### src/rtl/radius_neighbor_insert_assert.svh
// assertion macros for the radius neighbour insert block
`ifndef RADIUS_NEIGHBOR_INSERT_ASSERT_SVH
`define RADIUS_NEIGHBOR_INSERT_ASSERT_SVH

// same-cycle implication under synchronous active-low reset
`define RNI_ASSERT_IMP(label, clk, rst_n, ante, cons) \
    label: assert property (@(posedge clk) disable iff (!rst_n) (ante) |-> (cons)) \
        else $error("rni assertion failed");

// next-cycle implication under synchronous active-low reset
`define RNI_ASSERT_NXT(label, clk, rst_n, ante, cons) \
    label: assert property (@(posedge clk) disable iff (!rst_n) (ante) |=> (cons)) \
        else $error("rni assertion failed");

`endif

### src/rtl/rni_ram.sv
// generic simple dual-port ram with registered read
module rni_ram #(
    parameter int WIDTH = 8,
    parameter int DEPTH = 32
) (
    input  logic                     i_clk,
    input  logic                     i_wr_en,
    input  logic [$clog2(DEPTH)-1:0] i_wr_addr,
    input  logic [WIDTH-1:0]         i_wr_data,
    input  logic                     i_rd_en,
    input  logic [$clog2(DEPTH)-1:0] i_rd_addr,
    output logic [WIDTH-1:0]         o_rd_data
);

    logic [WIDTH-1:0] r_mem [DEPTH];
    logic [WIDTH-1:0] r_rd_data;

    always_ff @(posedge i_clk) begin
        if (i_wr_en) begin
            r_mem[i_wr_addr] <= i_wr_data;
        end
        if (i_rd_en) begin
            r_rd_data <= r_mem[i_rd_addr];
        end
    end

    assign o_rd_data = r_rd_data;

endmodule
### config.mk
export PLATFORM = sky130hd
export DESIGN_NAME = rni_ram
export DESIGN_NICKNAME = d
export VERILOG_FILES = /design/src/rtl/radius_neighbor_insert_assert.svh /design/src/rtl/rni_ram.sv
export SDC_FILE = /design/constraint.sdc
export NUM_CORES = 1
export LEC_CHECK = 0
export ABC_AREA = 0
export ABC_CLOCK_PERIOD_IN_PS = 3000
export BUFFER_PORTS_ARGS = -buffer_cell sky130_fd_sc_hd__buf_2
export CAP_MARGIN = 30
export CORE_MARGIN = 3
export CORE_UTILIZATION = 55
export CTS_CLUSTER_DIAMETER = 50
export CTS_CLUSTER_SIZE = 30
export DETAILED_ROUTE_END_ITERATION = 7
export PLACE_DENSITY = 0.72
export SYNTH_ARGS = -nofsm -noshare
export SYNTH_HDL_FRONTEND = slang
export SYNTH_SLANG_ARGS = --single-unit
export TNS_END_PERCENT = 1
### constraint.sdc
create_clock -name i_clk -period 3 [get_ports i_clk]
set_input_delay 0.45 -clock i_clk [delete_from_list [all_inputs] [get_ports i_clk]]
set_output_delay 0.45 -clock i_clk [all_outputs]
set_load 0.005 [all_outputs]
# After elaboration in Yosys (flattened, before gate mapping)
# Memories as Yosys holds them, arrays and structs flattened. A register that Yosys moved wholly into a read port is not among the register bits.
# Cells that the tools add are included.
dict set report classes {
  n_addsub 0
  multipliers 0
  n_div 0
  n_lt_le_gt_ge 0
  n_eq_ne 0
  shift 0
  n_mux 2
  bitwise 0
  reduce_logical 0
}
# operator n
set ops {}
lappend ops {{$mux 1} 2}
dict set report word_totals {
  regBits 0
  latch_bits 0
  mem_bits_rw 256
  romBits 0
  input_bits 21
  out_inout_bits 8
  wordCells 3
  n_memories 1
}
# memory depth word_bits rd rd_clocked_by_memory_dff write_ports line_no
set memory_table {}
lappend memory_table {r_mem 32 8 1 1 1 rni_ram.sv:15} ;# logic [WIDTH-1:0] r_mem [DEPTH];

# Logic depth before layout (Yosys ltp)
dict set report depth {
  word_depth 2
  mapped_depth 5
  ltp_nobuf 3
}

# Worst setup path before layout
# Ideal clock, no wire load.
dict set report synth_path {
  kind {input to register}
  from {in i_rd_addr[2]}
  to {reg r_rd_data[0] (netlist: o_rd_data[0]) (read register of r_mem) (data pin)}
  setup_ns 0.260
  arrival_ns 2.132
  required_time_ns 2.740
  path_slack_ns 0.608
  cell_stages 5
  n_path_buf 2
  path_cell_list {clkbuf_1 clkbuf_1 mux4_2 mux4_2 mux2_2}
}
# element line_no
set synth_lines {}
lappend synth_lines {{start, declared} rni_ram.sv:11} ;# input logic [$clog2(DEPTH)-1:0] i_rd_addr,
lappend synth_lines {{end, declared} rni_ram.sv:16} ;# logic [WIDTH-1:0] r_rd_data;

==> reports/qor.csv <==
stage,metric,value,unit
worst_setup_path,cp_slowest_stage_delay,0.58,ns
sta,slew_headroom,40.9,%
power_and_ir_drop,swShare,21.2,%
yosys,syn_inst,417,
clocking,cts_sinks,264,
placement,gp_congestion,0.764,
yosys,syn-num-nets,438,
grt,grt_usage,19.7,%
worst_setup_path,crit_chain,buf_4 > buf_12 > mux4_2 > mux4_2 > mux2_2,
sta,fin_tns_setup,0,ns
sta,drv_slew,0,
cells_and_area,nFillCells,1206,
power_and_ir_drop,p_sw,1.54,mW
worst_setup_path,worstPathRequired,3.26,ns
sta,setup_violations,0,
power_and_ir_drop,powerDensity,641,nW/um^2
worst_hold_path,hp-class,in2reg,
grt,globalRouteOverflowTotal,0,
detailed_routing,firstDrtPassIters,5,
grt,grt_pass1_vias,4441,
die,core-area,18000,um^2
power_and_ir_drop,p_leak,3.53,nW
clocking,post-cts-setup-buffers,0,
clocking,cts_buffer_depth,3,
cells_and_area,final_nets,484,
placement,placed_area,10600,um^2
clocking,clock_latency,0.50,ns
cells_and_area,antennaDiodeCount,0,
detailed_routing,avgViaCountPerCell,6.34,
clocking,post_cts_resized,0,
worst_hold_path,hold_depth,1,
placement,dp_hpwl,12100,um
die,dieArea,20100,um^2
power_and_ir_drop,fin_total_pwr,7.26,mW
sta,whs,0.322,ns
worst_setup_path,slowest_stage,mux4_2,
detailed_routing,wl_per_cell,27.0,um
sta,min_period,2.10,ns
job,timing.max_cap.violations,0,
worst_setup_path,crit_top_cell,mux4_2,
worst_setup_path,startpoint_type,input port,
grt,grt_pass1_wl,28900,um
yosys,seq_area_frac_synth,78.2,%
cells_and_area,layout_common_cells,"edfxtp_1, mux4_2, nor2_1",
grt,antenna_found_initial,0,
power_and_ir_drop,ir_drop,0.519,mV
worst_setup_path,r2r_end,o_rd_data[6],
power_and_ir_drop,seqPwrFrac,56.9,%
detailed_routing,drtIter0Drc,558,
detailed_routing,detail-route-antenna-nets,0,
yosys,netlist_area,10100,um^2
worst_setup_path,cp_top_family,multiplexers,
sta,clock_skew,0.0144,ns
cells_and_area,stdcell_count,706,
sta,worst_pin_slew,0.883,ns
yosys,yosysWarnings,0,
die,io_pins,29,
worst_setup_path,crit_arrival,2.35,ns
cells_and_area,drive_above_1_share,35.0,%
power_and_ir_drop,cellInternalPower,5.72,mW
clocking,cts_root_buf,clkbuf_16,
sta,rsz0062_at_grt,false,
cells_and_area,seqCellArea,7930,um^2
clocking,cts_made_buffers,20,
cells_and_area,fin_area,11300,um^2
worst_setup_path,setup.worst_path.end_class,flop,
worst_setup_path,cp_max_fo,28,
cells_and_area,syn2layout_area_growth,11.7,%
worst_setup_path,reg2reg_depth,3,
worst_hold_path,whs_endpoint,o_rd_data[6],
die,die_y,142,um
cells_and_area,multi_input_area,2100,um^2
placement,post-place-cells,670,
die,die_w,142,um
clocking,cts_tree,done,
sta,hold_viol_final,0,
worst_setup_path,r2r_slack,1.06,ns
yosys,syn_avg_cell_area,24.3,um^2
detailed_routing,vias,4475,
run_status,outcome,"complete, no violations",
detailed_routing,drc,0,
clocking,clk_pin_slew_worst_paths,0.08,ns
yosys,synth-seq-cells,264,
worst_hold_path,hp-start,i_rd_en,
yosys,ys_types,14,
worst_setup_path,r2r_start,r_mem[13][6],
worst_setup_path,critPathBufInv,2,
worst_setup_path,critPathKind,in2reg,
clocking,htreeDepth,1,
die,start_util,56.2,%
clocking,hold_buffers,0,
grt,grt_start_max_net_pins,65,
power_and_ir_drop,combPwrFrac,5.1,%
power_and_ir_drop,power_frac_clock,38.0,%
die,std_cell_rows,49,
placement,port_buffers,28,
sta,period_share,69.9,%
detailed_routing,routed_wl,19000,um
sta,max_freq,0.477,GHz
cells_and_area,mostFrequentLayoutCell,edfxtp_1,
through the flow:
stage / util (%) / setup slack (ns)
5_1_grt: 62.8 / 0.836
6_report: 62.8 / 0.904
2_1_floorplan: - / 0.608
3_3_place_gp: 59.0 / 0.385
3_5_place_dp: 59.0 / 0.346
4_1_cts: 62.8 / 0.883
power by group through the flow:
stage / registers (mW) / logic (mW) / clock network (mW)
after global placement: 4.21 / 0.369 / 0
final: 4.13 / 0.373 / 2.76
after floorplan: 4.21 / 0.219 / 0
after global routing: 4.14 / 0.400 / 2.94
after detailed placement: 4.22 / 0.377 / 0
after CTS: 4.13 / 0.378 / 2.79
layer usage:
metal  track usage [%]  share of wire [%]  up-vias
li1                  -                  -     1878
met1              31.9                 44     2407
met2              29.3                 48      164
met3              2.80                6.3       26
met4              4.34                1.7        0
met5                 0                  0        -
cell families (layout without fill, tap and decap cells):
logic type | after synthesis | in the layout | synth area share [%]
muxes | 88 | 88 | 18.7
and+or+nand+nor | 45 | 45 | 2.05
buffers and inverters | 20 | 80 | 1.05
DFF | 264 | 264 | 78.2
how the worst max path moves through the flow:
stage | from | end | slack (ns) | cells after the start
after CTS | i_rd_addr[0] | o_rd_data[5] | 0.88 | 5
after detailed placement | i_rd_addr[0] | o_rd_data[5] | 0.35 | 5
after global routing | i_rd_addr[0] | o_rd_data[5] | 0.84 | 5
after global placement | i_rd_addr[0] | o_rd_data[5] | 0.38 | 5
after floorplan | i_rd_addr[2] | o_rd_data[0] | 0.61 | 5
final | i_rd_addr[0] | o_rd_data[5] | 0.90 | 5
cell usage after synthesis:
| master | instances | area [um^2] |
|---|---|---|
| buf_1 | 6 | 22.5 |
| buf_2 | 1 | 5.00 |
| buf_4 | 6 | 45.0 |
| buf_6 | 1 | 11.3 |
| clkbuf_1 | 6 | 22.5 |
| edfxtp_1 | 264 | 7930 |
| mux2_2 | 8 | 90.1 |
| mux4_2 | 80 | 1800 |
| nand2_1 | 1 | 3.75 |
| nand3_1 | 2 | 10.0 |
| nand3b_1 | 5 | 37.5 |
| nor2_1 | 33 | 124 |
| or3_1 | 1 | 6.26 |
| or3b_2 | 3 | 26.3 |
flip-flops by register name, indices dropped and copies added, names as in the netlist:
register,cells
o_rd_data,8
r_mem,256
cell type report:
class	count	area share [%]
clock buffers	23	4.71
clock inverters	13	1.45
multi-input cells	133	18.5
flip-flops and latches	264	70.0
well taps	229	2.53
repair buffers	44	2.76
Power figures use the tool's default switching activity.
